**config.mk**
```make
export PLATFORM = sky130hd
export DESIGN_NAME = tap_tempo_estimator_unit
export DESIGN_NICKNAME = d
export VERILOG_FILES = /design/src/design/tte_pkg.sv /design/src/design/tap_tempo_estimator_unit.sv
export VERILOG_INCLUDE_DIRS = /design/src /design/src/design
export SDC_FILE = /design/constraint.sdc
export NUM_CORES = 1
export LEC_CHECK = 0
export BUFFER_PORTS_ARGS = -buffer_cell sky130_fd_sc_hd__clkbuf_2
export CAP_MARGIN = 20
export CORE_UTILIZATION = 35
export CTS_BUF_LIST = sky130_fd_sc_hd__clkbuf_4 sky130_fd_sc_hd__clkbuf_8
export DETAILED_ROUTE_END_ITERATION = 7
export SYNTH_ARGS = -nofsm -noshare
export SYNTH_HDL_FRONTEND = slang
export SYNTH_SLANG_ARGS = --single-unit
export TNS_END_PERCENT = 10
```
**constraint.sdc**
```tcl
create_clock -name clk -period 4.6 [get_ports clk]
set_clock_uncertainty 0.05 [all_clocks]
set_input_delay 0.23 -clock clk [delete_from_list [all_inputs] [get_ports clk]]
set_output_delay 0.23 -clock clk [all_outputs]
set_load 0.05 [all_outputs]
```
**src/design/tap_tempo_estimator_unit_defines.svh**
```systemverilog
// ----------------------------------------------------------------------------
// Tap tempo estimator: assertion macros
// Shared concurrent-assertion shorthands. They expect clk and rst_n in scope.
// ----------------------------------------------------------------------------
`ifndef TAP_TEMPO_ESTIMATOR_UNIT_DEFINES_SVH
`define TAP_TEMPO_ESTIMATOR_UNIT_DEFINES_SVH

// The consequent must hold in the same cycle as the antecedent.
`define TTE_ASSERT_SAME(lbl, ante, cons, msg) \
    lbl: assert property (@(posedge clk) disable iff (!rst_n) (ante) |-> (cons)) \
        else $error(msg);

// The consequent must hold in the cycle after the antecedent.
`define TTE_ASSERT_NEXT(lbl, ante, cons, msg) \
    lbl: assert property (@(posedge clk) disable iff (!rst_n) (ante) |=> (cons)) \
        else $error(msg);

`endif

```
**src/design/tte_pkg.sv**
```systemverilog
// ----------------------------------------------------------------------------
// Tap tempo estimator package
// Fixed constants of the tempo and steadiness arithmetic.
// ----------------------------------------------------------------------------
package tte_pkg;

    // Milliseconds in one minute.
    localparam int unsigned MS_PER_MINUTE = 60000;

    // Saturation value of the tempo output.
    localparam logic [15:0] TEMPO_MAX = 16'hFFFF;

    // Field widths of the stream payloads.
    localparam int unsigned TAP_TIME_W = 32;
    localparam int unsigned TEMPO_W    = 16;
    localparam int unsigned OUT_DATA_W = 24;

endpackage

```
**src/design/tap_tempo_estimator_unit.sv**
```systemverilog
// ----------------------------------------------------------------------------
// Tap tempo estimator
// Turns tap timestamps into a moving-average tempo and a steadiness flag.
// ----------------------------------------------------------------------------
// Each input beat is one tap carrying a free-running millisecond timestamp.
// The interval to the previous tap (modulo 2^32, measured from time 0 after
// reset) is pushed into a window of the last WINDOW_LEN intervals, and one
// output beat follows with tempo_bpm = floor(60000 * WINDOW_LEN / sum of the
// window), saturated at 65535 (also for a zero sum), and steady, set when the
// shortest interval times ten exceeds the longest times nine. One tap is
// processed at a time: after a tap is accepted, the sum drops the oldest
// interval and adds the new one, a min/max scan visits one window entry per
// cycle, the extremes are scaled and compared, and a restoring divider
// produces one quotient bit per cycle for Q = clog2(60000 * WINDOW_LEN + 1)
// quotient bits (18 at the default length) before the result beat is
// offered; the next tap is accepted only after that. A finished result waits
// in the output register while the next tap is accepted; a further result is
// held back until the register is free.
`include "tap_tempo_estimator_unit_defines.svh"

module tap_tempo_estimator_unit
    import tte_pkg::*;
#(
    parameter int WINDOW_LEN = 4
)
(
    input  logic                  clk,
    input  logic                  rst_n,
    // Tap stream
    input  logic                  s_tvalid,
    output logic                  s_tready,
    input  logic [TAP_TIME_W-1:0] s_tdata,   // [31:0] tap_time_ms
    // Result stream
    output logic                  m_tvalid,
    input  logic                  m_tready,
    output logic [OUT_DATA_W-1:0] m_tdata    // [15:0] tempo_bpm, [16] steady, rest zero
);

    localparam int IDX_W   = $clog2(WINDOW_LEN);
    localparam int SUM_W   = TAP_TIME_W + IDX_W;
    localparam int NUM_W   = $clog2(MS_PER_MINUTE * WINDOW_LEN + 1);
    localparam int CNT_W   = $clog2(NUM_W);
    localparam int SCALE_W = TAP_TIME_W + 4;
    localparam logic [NUM_W-1:0] NUMERATOR = NUM_W'(MS_PER_MINUTE * WINDOW_LEN);

    typedef enum logic [2:0] {
        ST_IDLE,
        ST_SUB,
        ST_ADD,
        ST_SCAN,
        ST_SCALE,
        ST_CMP,
        ST_DIV,
        ST_DONE
    } state_t;

    state_t                  state_reg;
    logic [TAP_TIME_W-1:0]   last_time_reg;
    logic [TAP_TIME_W-1:0]   window_reg [WINDOW_LEN];
    logic [TAP_TIME_W-1:0]   oldest_reg;
    logic [TAP_TIME_W-1:0]   delta_reg;
    logic [SUM_W-1:0]        sum_reg;
    logic [IDX_W-1:0]        scan_idx_reg;
    logic [TAP_TIME_W-1:0]   lo_reg;
    logic [TAP_TIME_W-1:0]   hi_reg;
    logic [SCALE_W-1:0]      lo10_reg;
    logic [SCALE_W-1:0]      hi9_reg;
    logic                    steady_calc_reg;
    logic [SUM_W-1:0]        rem_reg;
    logic [NUM_W-1:0]        num_reg;
    logic [NUM_W-1:0]        quot_reg;
    logic [CNT_W-1:0]        div_cnt_reg;
    logic                    out_valid_reg;
    logic [TEMPO_W-1:0]      tempo_reg;
    logic                    steady_reg;

    logic [TAP_TIME_W-1:0]   delta_next;
    logic [TAP_TIME_W-1:0]   scan_val;
    logic [SUM_W:0]          rem_trial;
    logic                    rem_fits;
    logic [SUM_W:0]          rem_next;
    logic [TEMPO_W-1:0]      tempo_next;

    // Handshake signals and output payload.
    assign s_tready = (state_reg == ST_IDLE);
    assign m_tvalid = out_valid_reg;
    assign m_tdata  = {{(OUT_DATA_W - TEMPO_W - 1){1'b0}}, steady_reg, tempo_reg};

    // Interval since the previous tap, wrapping modulo 2^32.
    assign delta_next = s_tdata - last_time_reg;

    // Window entry visited by the min/max scan.
    assign scan_val = window_reg[scan_idx_reg];

    // One restoring division step: bring down the next numerator bit and
    // subtract the divisor when it fits. A zero divisor always fits, so the
    // quotient comes out all ones and saturates below.
    assign rem_trial = {rem_reg, num_reg[NUM_W-1]};
    assign rem_fits  = (rem_trial >= {1'b0, sum_reg});
    assign rem_next  = rem_fits ? (rem_trial - {1'b0, sum_reg}) : rem_trial;

    // Saturate the quotient to the output width.
    assign tempo_next = (quot_reg[NUM_W-1:TEMPO_W] != '0) ? TEMPO_MAX
                                                          : quot_reg[TEMPO_W-1:0];

    // Sequencer, datapath registers and output register.
    always_ff @(posedge clk or negedge rst_n)
    begin
        if (!rst_n)
        begin
            state_reg       <= ST_IDLE;
            last_time_reg   <= '0;
            sum_reg         <= '0;
            out_valid_reg   <= 1'b0;
            oldest_reg      <= '0;
            delta_reg       <= '0;
            scan_idx_reg    <= '0;
            lo_reg          <= '0;
            hi_reg          <= '0;
            lo10_reg        <= '0;
            hi9_reg         <= '0;
            steady_calc_reg <= 1'b0;
            rem_reg         <= '0;
            num_reg         <= '0;
            quot_reg        <= '0;
            div_cnt_reg     <= '0;
            tempo_reg       <= '0;
            steady_reg      <= 1'b0;
            for (int i = 0; i < WINDOW_LEN; i++)
            begin
                window_reg[i] <= '0;
            end
        end
        else
        begin
            // A waiting result leaves when the sink takes it, unless a new
            // result is loaded in the same cycle.
            if (out_valid_reg && m_tready && (state_reg != ST_DONE))
            begin
                out_valid_reg <= 1'b0;
            end

            unique case (state_reg)
                ST_IDLE:
                begin
                    if (s_tvalid)
                    begin
                        delta_reg     <= delta_next;
                        oldest_reg    <= window_reg[0];
                        last_time_reg <= s_tdata;
                        for (int i = 0; i < WINDOW_LEN - 1; i++)
                        begin
                            window_reg[i] <= window_reg[i + 1];
                        end
                        window_reg[WINDOW_LEN - 1] <= delta_next;
                        state_reg <= ST_SUB;
                    end
                end

                ST_SUB:
                begin
                    sum_reg   <= sum_reg - SUM_W'(oldest_reg);
                    state_reg <= ST_ADD;
                end

                ST_ADD:
                begin
                    sum_reg      <= sum_reg + SUM_W'(delta_reg);
                    lo_reg       <= window_reg[0];
                    hi_reg       <= window_reg[0];
                    scan_idx_reg <= IDX_W'(1);
                    state_reg    <= ST_SCAN;
                end

                ST_SCAN:
                begin
                    if (scan_val < lo_reg)
                    begin
                        lo_reg <= scan_val;
                    end
                    if (scan_val > hi_reg)
                    begin
                        hi_reg <= scan_val;
                    end
                    if (scan_idx_reg == IDX_W'(WINDOW_LEN - 1))
                    begin
                        state_reg <= ST_SCALE;
                    end
                    else
                    begin
                        scan_idx_reg <= scan_idx_reg + IDX_W'(1);
                    end
                end

                ST_SCALE:
                begin
                    // Shortest times ten and longest times nine, by shifts and adds.
                    lo10_reg  <= {1'b0, lo_reg, 3'b000} + {3'b000, lo_reg, 1'b0};
                    hi9_reg   <= {1'b0, hi_reg, 3'b000} + {4'b0000, hi_reg};
                    state_reg <= ST_CMP;
                end

                ST_CMP:
                begin
                    steady_calc_reg <= (hi_reg != '0) && (lo10_reg > hi9_reg);
                    rem_reg         <= '0;
                    num_reg         <= NUMERATOR;
                    quot_reg        <= '0;
                    div_cnt_reg     <= '0;
                    state_reg       <= ST_DIV;
                end

                ST_DIV:
                begin
                    rem_reg  <= rem_next[SUM_W-1:0];
                    num_reg  <= {num_reg[NUM_W-2:0], 1'b0};
                    quot_reg <= {quot_reg[NUM_W-2:0], rem_fits};
                    if (div_cnt_reg == CNT_W'(NUM_W - 1))
                    begin
                        state_reg <= ST_DONE;
                    end
                    else
                    begin
                        div_cnt_reg <= div_cnt_reg + CNT_W'(1);
                    end
                end

                ST_DONE:
                begin
                    // Load the output register once it is free or being emptied.
                    if (!out_valid_reg || m_tready)
                    begin
                        tempo_reg     <= tempo_next;
                        steady_reg    <= steady_calc_reg;
                        out_valid_reg <= 1'b1;
                        state_reg     <= ST_IDLE;
                    end
                end

                default:
                begin
                    state_reg <= ST_IDLE;
                end
            endcase
        end
    end

    // Checks on the sequencer and the arithmetic.
    `TTE_ASSERT_NEXT(a_accept_starts_update,
        s_tvalid && s_tready,
        state_reg == ST_SUB,
        "Accepted tap did not start the window update")
    `TTE_ASSERT_SAME(a_rem_below_divisor,
        (state_reg == ST_DIV) && (sum_reg != '0),
        rem_reg < sum_reg,
        "Division remainder reached the divisor")
    `TTE_ASSERT_SAME(a_zero_sum_saturates,
        out_valid_reg && (state_reg == ST_IDLE) && (sum_reg == '0),
        tempo_reg == TEMPO_MAX,
        "Zero interval sum did not give the saturated tempo")
    `TTE_ASSERT_SAME(a_steady_needs_interval,
        out_valid_reg && steady_reg && (state_reg == ST_IDLE),
        lo_reg != '0,
        "Steady flag set with a zero shortest interval")

endmodule
```
After elaboration in Yosys (flattened, before gate mapping)
Cells that the tools add are included.
{ "word_totals": {"ff_bits": 461, "input_bits": 36, "elab_cells": 96} }
{ "op_classes": {"eq_ne": 18, "magnitude_cmp": 5, "n_mux": 25, "n_addsub": 8, "n_bitwise": 1, "n_reduce_logical": 18} }
{ "op_table": {"columns": ["cell", "count"], "rows": [
  ["one-hot mux 34 bit (2 select lines)", 2],
  ["2-to-1 mux 32 bit", 4],
  ["one-hot mux 32 bit (2 select lines)", 2],
  ["one-hot mux 18 bit (2 select lines)", 2],
  ["binary-select mux 32 bit (select 2 bit)", 1],
  ["adder 35 x 32 -> 36 bit", 1],
  ["adder 35 x 33 -> 36 bit", 1],
  ["greater-than comparator 36 bit", 1],
  ["greater-or-equal comparator 35 x 34 -> 1 bit", 1],
  ["adder 34 x 32 -> 34 bit", 1],
  ["2-to-1 mux 34 bit", 1],
  ["subtractor 34 x 32 -> 34 bit", 1],
  ["subtractor 34 bit", 1],
  ["greater-than comparator 32 bit", 1],
  ["less-than comparator 32 bit", 1],
  ["nonzero test 32 bit", 1],
  ["subtractor 32 bit", 1],
  ["one-hot mux 3 bit (8 select lines)", 1],
  ["2-to-1 mux 16 bit", 1],
  ["!= test 2 bit, second input constant", 8],
  ["equality test 3 bit, second input constant", 4],
  ["2-to-1 mux 3 bit", 4],
  ["AND reduction 2 bit", 6],
  ["one-hot mux 5 bit (2 select lines)", 1],
  ["other kinds (19)", 27]
]} }

Longest topological paths before layout
Gate-level depths: netlist of run 1.
{ "logic_depth": {"word_depth": 7, "mapped_depth": 21, "mapped_depth_nobuf": 21} }

Worst setup path before layout of run 1
OpenSTA, ideal clock, no wires.
{ "synth_path": {"kind": "reg-to-reg", "from": "register oldest_reg[0]", "to": "register sum_reg[31]", "t_arrival_ns": 4.722, "t_required_ns": 4.460, "path_buffers": 0, "path_stages_with_launch": 22, "setup_slack_ns": -0.262, "synth_period_minus_slack_ns": 4.862, "setup_time_ns": 0.090, "path_cell_list": "dfrtp_1 > inv_1 > ha_1 > nand3_1 > or4_4 > or3_1 > or4_4 > nand2b_1 > nor2_1 > xor2_1 > a21oi_1 > ha_1 > nand2_1 > a21oi_1 > a221oi_1 > nand2_1 > o31ai_1 > o221ai_1 > a21oi_1 > nor2b_1 > or4_1 > o2111ai_1"} }
{ "synth_between": {"elab_chain_len": 2} }
{ "synth_lines": {"columns": ["element", "line_no", "source"], "rows": [
  ["start: declaration", "tap_tempo_estimator_unit.sv:60", "logic [TAP_TIME_W-1:0] oldest_reg;"],
  ["start signal: assignment", "tap_tempo_estimator_unit.sv:149", "oldest_reg <= window_reg[0];"],
  ["subtractor 34 x 32 -> 34 bit", "tap_tempo_estimator_unit.sv:162", "sum_reg <= sum_reg - SUM_W'(oldest_reg);"],
  ["one-hot mux 34 bit (2 select lines)", "tap_tempo_estimator_unit.sv:143", "unique case (state_reg)"],
  ["end signal: assignment", "tap_tempo_estimator_unit.sv:162", null],
  ["end signal: assignment", "tap_tempo_estimator_unit.sv:168", "sum_reg <= sum_reg + SUM_W'(delta_reg);"],
  ["end: declaration", "tap_tempo_estimator_unit.sv:62", "logic [SUM_W-1:0] sum_reg;"]
]} }
Every way passes these cells.
A chain may end at the register's enable or synchronous reset.

Final worst setup path of run 1
{ "layout_path": {"from": "register oldest_reg[1]", "to": "register sum_reg[32]"} }
Same word-level chain as after synthesis.

==> results.md, run 1 <==
- Result of the run: complete, but fails checks
- Violations in the final reports: setup timing
- Number of sinks driven by the clock tree: 453
- Number of setup violations in the final report: 8
- Setup crit start kind: flip-flop
- Count of pins over their slew limit: 0
- Count of input and output buffers: 54
- Worst-path fanout max: 5
- Overflow left after global routing: 0
- Fmax achieved: 0.201 GHz
- Number of nets in the finished design: 3826
- Commonest cells after routing, fill and taps aside: nand2_1 (754), dfrtp_1 (452), o21ai_0 (268), ha_1 (258), a21oi_1 (211)
- Inserted Clock Buffers: 82
- Final period utilization: 1.08
- Placement row count: 106
- TritonCTS clock tree: built
- Yosys warning total: 0
- Global-route wire length before repair: 125000 um
- Setup repair after global routing missed its margin: true
- Post-DRT Antenna Nets: 0
- Relative slew margins: 0.370
- DR vias/cell: 5.08
- Largest net degree at the start of global routing: 113
- Netlist area before placement: 0.0295 sq mm
- Post-synthesis register bit count: 453
- Top cells by area in the synthesized netlist: dfrtp_1 (38%), ha_1 (11%), nand2_1 (9.6%), o21ai_0 (4.6%), a21oi_1 (3.6%)
- Syn Area/Cell: 8.75 sq um
- Number of flops mapped to enable cells by yosys: 0
- Final core utilization: 0.406
- Detailed router's first-iteration violation count: 1405
- Die Wd: 292 um
- Beginning of the worst register-to-register path: oldest_reg[1]
- Number of optimization iterations in the first detailed-route pass: 5
- Post-detailed-placement half-perimeter wirelength: 57200 um
- Worst-case setup margin in the final layout: -381 ps
- Arrival @ worst endpoint: 5470 ps
- Routability congestion estimate: 0.916
- Synthesis-to-layout area growth: 14.8%
- Number of hold violations in the final report: 0
- Maximum buffer depth of the clock tree: 3
- Number of distinct library cell variants in the gate-level netlist after synthesis: 83
- Average wire per cell in the routed design: 16.4 um
- Post-route DRC violation count: 0
- Hold path startpoint: s_tvalid
- Worst-margin pin slew: 921 ps
- Effective utilization at floorplan: 0.353
- Portion of the post-synthesis area used by sequential elements: 0.384
- CTS root buffer: clkbuf_8
- Post-synth ARST share: 1.00
- Dominant register cell in the synthesized netlist: dfrtp_1
- Number of global-route vias before repair: 23500
- Std-Cell Core Area: 0.0836 sq mm
- Boundary Pins: 62
- All-layer global routing usage: 0.182
- DIE HEIGHT: 292 um
- Cells after DPL: 4487
- Commonest non-fill, non-tap cell in the layout: nand2_1
- Initial antenna violation count: 3
- Wirelength, routed: 76800 um
- Library cell occupying the most area in the post-synthesis netlist: dfrtp_1
- Total die area: 0.0855 sq mm
- Clock Latency Late Sink: 690 ps
- Critical Path Source: oldest_reg[1]
- Largest register FFs: 96
- CP Capture Type: flip-flop
- Minimum clock period: 4980 ps
- Number of max-cap violations: 0
- Share of layout cells above drive strength 1: 0.135
- Maximum level of the CTS H-tree: 3
- Start-to-end type of the worst setup path: flip-flop to flip-flop
- Hold/Removal Path Class: primary input to flip-flop
- Post-CTS clock slew at the launch and capture registers of the worst setup and hold paths: 60 ps
- Area fraction of the dominant cell type after synthesis: 0.384
- Non-filler cells, final: 4673
- Required @ worst endpoint: 5090 ps
- Vias after detailed routing: 23700
- Number of instances in the synthesized netlist: 3375
==> per-layer routing <==
| layer | wire length (um) | track usage | vias to the layer above |
|---|---|---|---|
| met2 | 35100 | 0.295 | 365 |
| met3 | 2700 | 0.0256 | 118 |
| met4 | 2320 | 0.0682 | 0 |
| li1 | - | - | 12000 |
| met5 | 0 | 0 | - |
| met1 | 36700 | 0.245 | 11200 |
==> stage by stage <==
stage | setup TNS, ps | setup slack, ps | area, sq um | hold WS, ps
floorplan | -153 | -58.3 | 29600 | -116
global placement | -1750 | -352 | 31600 | 221
detailed placement | -2290 | -378 | 31600 | 235
CTS | -1530 | -329 | 33900 | 8.10
global route | -4570 | -628 | 33900 | 118
finish | -2070 | -381 | 33900 | 75.2
==> synthesized netlist by cell type, drive strengths merged (5+ instances only) <==
library cell and instances:
nand2 759, dfrtp 453, o21ai 273, ha 259, a21oi 213, inv 210
nor2 160, clkbuf 118, a21o 91, xnor2 89, xor2 79, mux2 71
nand3 44, nand2b 40, nor2b 37, mux2i 36, nand4 36, nor3 34
mux4 32, buf 27, o31ai 25, a22o 24, nor4 22, o21bai 20
and3 19, a211oi 15, a31oi 15, o21a 15, a2111oi 13, or3 13
o211ai 12, o221ai 8, or2 8, and2 7, o41ai 7, or4 7
a221oi 6, fa 5, nand3b 5, nor3b 5, o211a 5, o22a 5
==> worst paths after layout <==
check	slack, ps	endpoint	cells past startpoint
worst max-delay path	-380	sum_reg[32]	20
worst min-delay path	80	state_reg[0]	5
worst max register to register	-380	sum_reg[32]	20
worst min register to register	420	window_reg[109]	2
max in group asynchronous	3210	lo10_reg[28]	3
min in group asynchronous	100	tempo_reg[8]	2
==> critical path, stage by stage (launching register included) <==
cell	delay, ps
dfrtp_1	390
inv_1	90
ha_2	200
nand3_2	80
or4_4	440
or3_4	350
or4_4	470
nor2_1	140
xor2_1	160
a21oi_1	90
ha_1	350
nand2_2	100
or3_4	380
a2111oi_2	290
buf_4	170
o2111ai_1	140
a31oi_2	270
a211oi_1	110
o31ai_1	310
xnor2_1	160
o21ai_0	90
==> what timing repair did <==
action / CTS / global route
setup endpoints to repair: 10 / 11
hold buffers: 34 / 0
hold endpoints to repair: 123 / 0
pin swaps: 2 / 2
setup buffers: 0 / 1
gates resized for setup: 11 / 2
==> kinds of logic after synthesis <==
group,Yosys count,share of synthesized area
adders and majority gates,264,0.113
other,1,0.000127
muxes,139,0.0637
DFF,453,0.384
AOI/OAI and AO/OA,790,0.165
xor gates and xnor gates,168,0.0498
and+or+nand+nor,1205,0.178
buffers and inverters,355,0.0473
==> cell type report <==
type / count / area, sq um
fillers: 8416 / 49700
well taps: 1080 / 1350
inverters: 210 / 788
diodes: 1 / 2.50
flip-flops and latches: 453 / 11300
multi-input cells: 2573 / 17000
clock buffers: 120 / 1520
repair buffers: 206 / 1620
clock inverters: 30 / 322
Power of run 1 is left out: the tool's default activity adds up to more than one toggle a clock period on the data nets, which glitch-free logic cannot reach.
==> run 2, diff against run 1 <==
--- a/config.mk
+++ b/config.mk
@@ -8,10 +8,10 @@
 export LEC_CHECK = 0
 export BUFFER_PORTS_ARGS = -buffer_cell sky130_fd_sc_hd__clkbuf_2
 export CAP_MARGIN = 20
-export CORE_UTILIZATION = 35
+export CORE_UTILIZATION = 50
 export CTS_BUF_LIST = sky130_fd_sc_hd__clkbuf_4 sky130_fd_sc_hd__clkbuf_8
 export DETAILED_ROUTE_END_ITERATION = 7
+export PLACE_DENSITY = 0.68
 export SYNTH_ARGS = -nofsm -noshare
 export SYNTH_HDL_FRONTEND = slang
 export SYNTH_SLANG_ARGS = --single-unit
-export TNS_END_PERCENT = 10
==> results.md, run 2 (synthesized netlist as in run 1, its figures left out) <==
- Overflow left after global routing: 0
- Largest net degree at the start of global routing: 105
- Non-filler cells, final: 4347
- Std-Cell Core Area: 0.0580 sq mm
- Number of sinks driven by the clock tree: 453
- Largest register FFs: 96
- Wirelength, routed: 74700 um
- Arrival @ worst endpoint: 5300 ps
- Count of input and output buffers: 54
- Maximum buffer depth of the clock tree: 3
- Number of hold violations in the final report: 0
- Global-route wire length before repair: 123000 um
- TritonCTS clock tree: built
- Setup WS pre-CTS: -344 ps
- Commonest non-fill, non-tap cell in the layout: nand2_1
- CP Capture Type: flip-flop
- Post-detailed-placement half-perimeter wirelength: 54500 um
- Number of setup violations in the final report: 6
- Number of max-cap violations: 0
- Routability congestion estimate: 0.918
- DR vias/cell: 5.52
- Detailed router's first-iteration violation count: 1693
- Vias after detailed routing: 24000
- CTS root buffer: clkbuf_8
- Relative slew margins: 0.367
- All-layer global routing usage: 0.253
- Maximum level of the CTS H-tree: 3
- Post-route DRC violation count: 0
- Placement row count: 88
- Commonest cells after routing, fill and taps aside: nand2_1 (753), dfrtp_1 (452), o21ai_0 (264), ha_1 (258), inv_1 (208)
- Number of nets in the finished design: 3817
- Die Wd: 245 um
- Boundary Pins: 62
- Setup crit start kind: flip-flop
- Minimum clock period: 4790 ps
- Total die area: 0.0600 sq mm
- Worst-path fanout max: 4
- Count of pins over their slew limit: 0
- DIE HEIGHT: 245 um
- Synthesis-to-layout area growth: 13.8%
- Post-DRT Antenna Nets: 0
- Fmax achieved: 0.209 GHz
- Violations in the final reports: setup timing
- Post-CTS clock slew at the launch and capture registers of the worst setup and hold paths: 60 ps
- Inserted Clock Buffers: 82
- Aggregate negative setup slack: -648 ps
- Effective utilization at floorplan: 0.509
- Worst-margin pin slew: 950 ps
- Cells after DPL: 4153
- Start-to-end type of the worst setup path: flip-flop to flip-flop
- Result of the run: complete, but fails checks
- Setup repair after global routing missed its margin: true
- Number of global-route vias before repair: 23600
- Worst-case setup margin in the final layout: -195 ps
- Final period utilization: 1.04
- Initial antenna violation count: 3
- Clock Latency Late Sink: 670 ps
- # fillers: 5212
- Share of layout cells above drive strength 1: 0.137
- Hold/Removal Path Class: primary input to async pin
- Average wire per cell in the routed design: 17.2 um
- Number of optimization iterations in the first detailed-route pass: 7
- Required @ worst endpoint: 5110 ps
-- run 2: cell types whose count changed in the layout (fill, tap and decap cells not counted), moves of 4 or more --
cell / delta
clkbuf_4: +6
buf_6: +5
buf_4: -13
a21oi_1: -6
clkinvlp_4: -6
o21ai_0: -4
clkinv_2: -8
a21oi_2: +6
-- run 2: stage by stage --
stage | hold WS, ps | area, sq um | util
after floorplan | -116 | 29600 | -
after global placement | 250 | 31100 | 0.536
after detailed placement | 263 | 31100 | 0.536
after CTS | 113 | 33500 | 0.577
after global routing | 156 | 33600 | 0.579
final | 124 | 33600 | 0.579
-- run 2: repair_timing --
item	CTS	global route
endpoints found under the hold margin	123	0
setup buffers	4	6
hold buffers	35	0
endpoints found under the setup margin	6	9
resized for setup	21	22
pin swaps	13	10
-- run 2: routing by layer --
layer / vias up / global-route usage / share of wire / routed length, um
met2: 439 / 0.409 / 0.46 / 34500
li1: 12000 / - / - / -
met3: 121 / 0.0327 / 0.039 / 2910
met4: 2 / 0.0921 / 0.030 / 2210
met1: 11400 / 0.348 / 0.47 / 35100
met5: - / 0 / 0.00017 / 13
-- run 2: cell type report --
| class | count | area [sq um] | share of cell area |
|---|---|---|---|
| antenna | 2 | 5.00 | 0.000149 |
| clock buffer | 127 | 1580 | 0.0470 |
| clock inverter | 20 | 320 | 0.00953 |
| inverter | 210 | 788 | 0.0235 |
| multi-input combinational | 2573 | 17100 | 0.508 |
| sequential | 453 | 11300 | 0.337 |
| tap | 765 | 957 | 0.0285 |
| timing repair buffer | 197 | 1550 | 0.0461 |
-- run 2: final timing paths --
| path | from | depth (start not counted) | slack (ps) | to |
|---|---|---|---|---|
| worst min-delay path | rst_n | 2 | 120 | hi9_reg[6] |
| min in group clk | s_tdata[31] | 4 | 280 | last_time_reg[31] |
| max in group asynchronous | rst_n | 3 | 3310 | delta_reg[10] |
| worst max register to register | oldest_reg[11] | 17 | -190 | sum_reg[31] |
| worst max-delay path | oldest_reg[11] | 17 | -190 | sum_reg[31] |
| worst min register to register | window_reg[65] | 2 | 420 | window_reg[97] |
-- run 2: worst max-delay path, cell delays in order, from the launching register on --
cell and delay (ps):
dfrtp_1 390, or4_2 690, or3_4 400, or4_4 470, nor2_2 120, xor2_1 150
a21oi_1 90, ha_1 360, a21oi_2 170, o211ai_1 130, a221oi_2 280, nand2_1 140
o31ai_4 300, o221ai_2 170, a21oi_2 190, nor2b_1 70, or4_1 420, o2111ai_2 100
Power of run 2 is left out for the same reason.
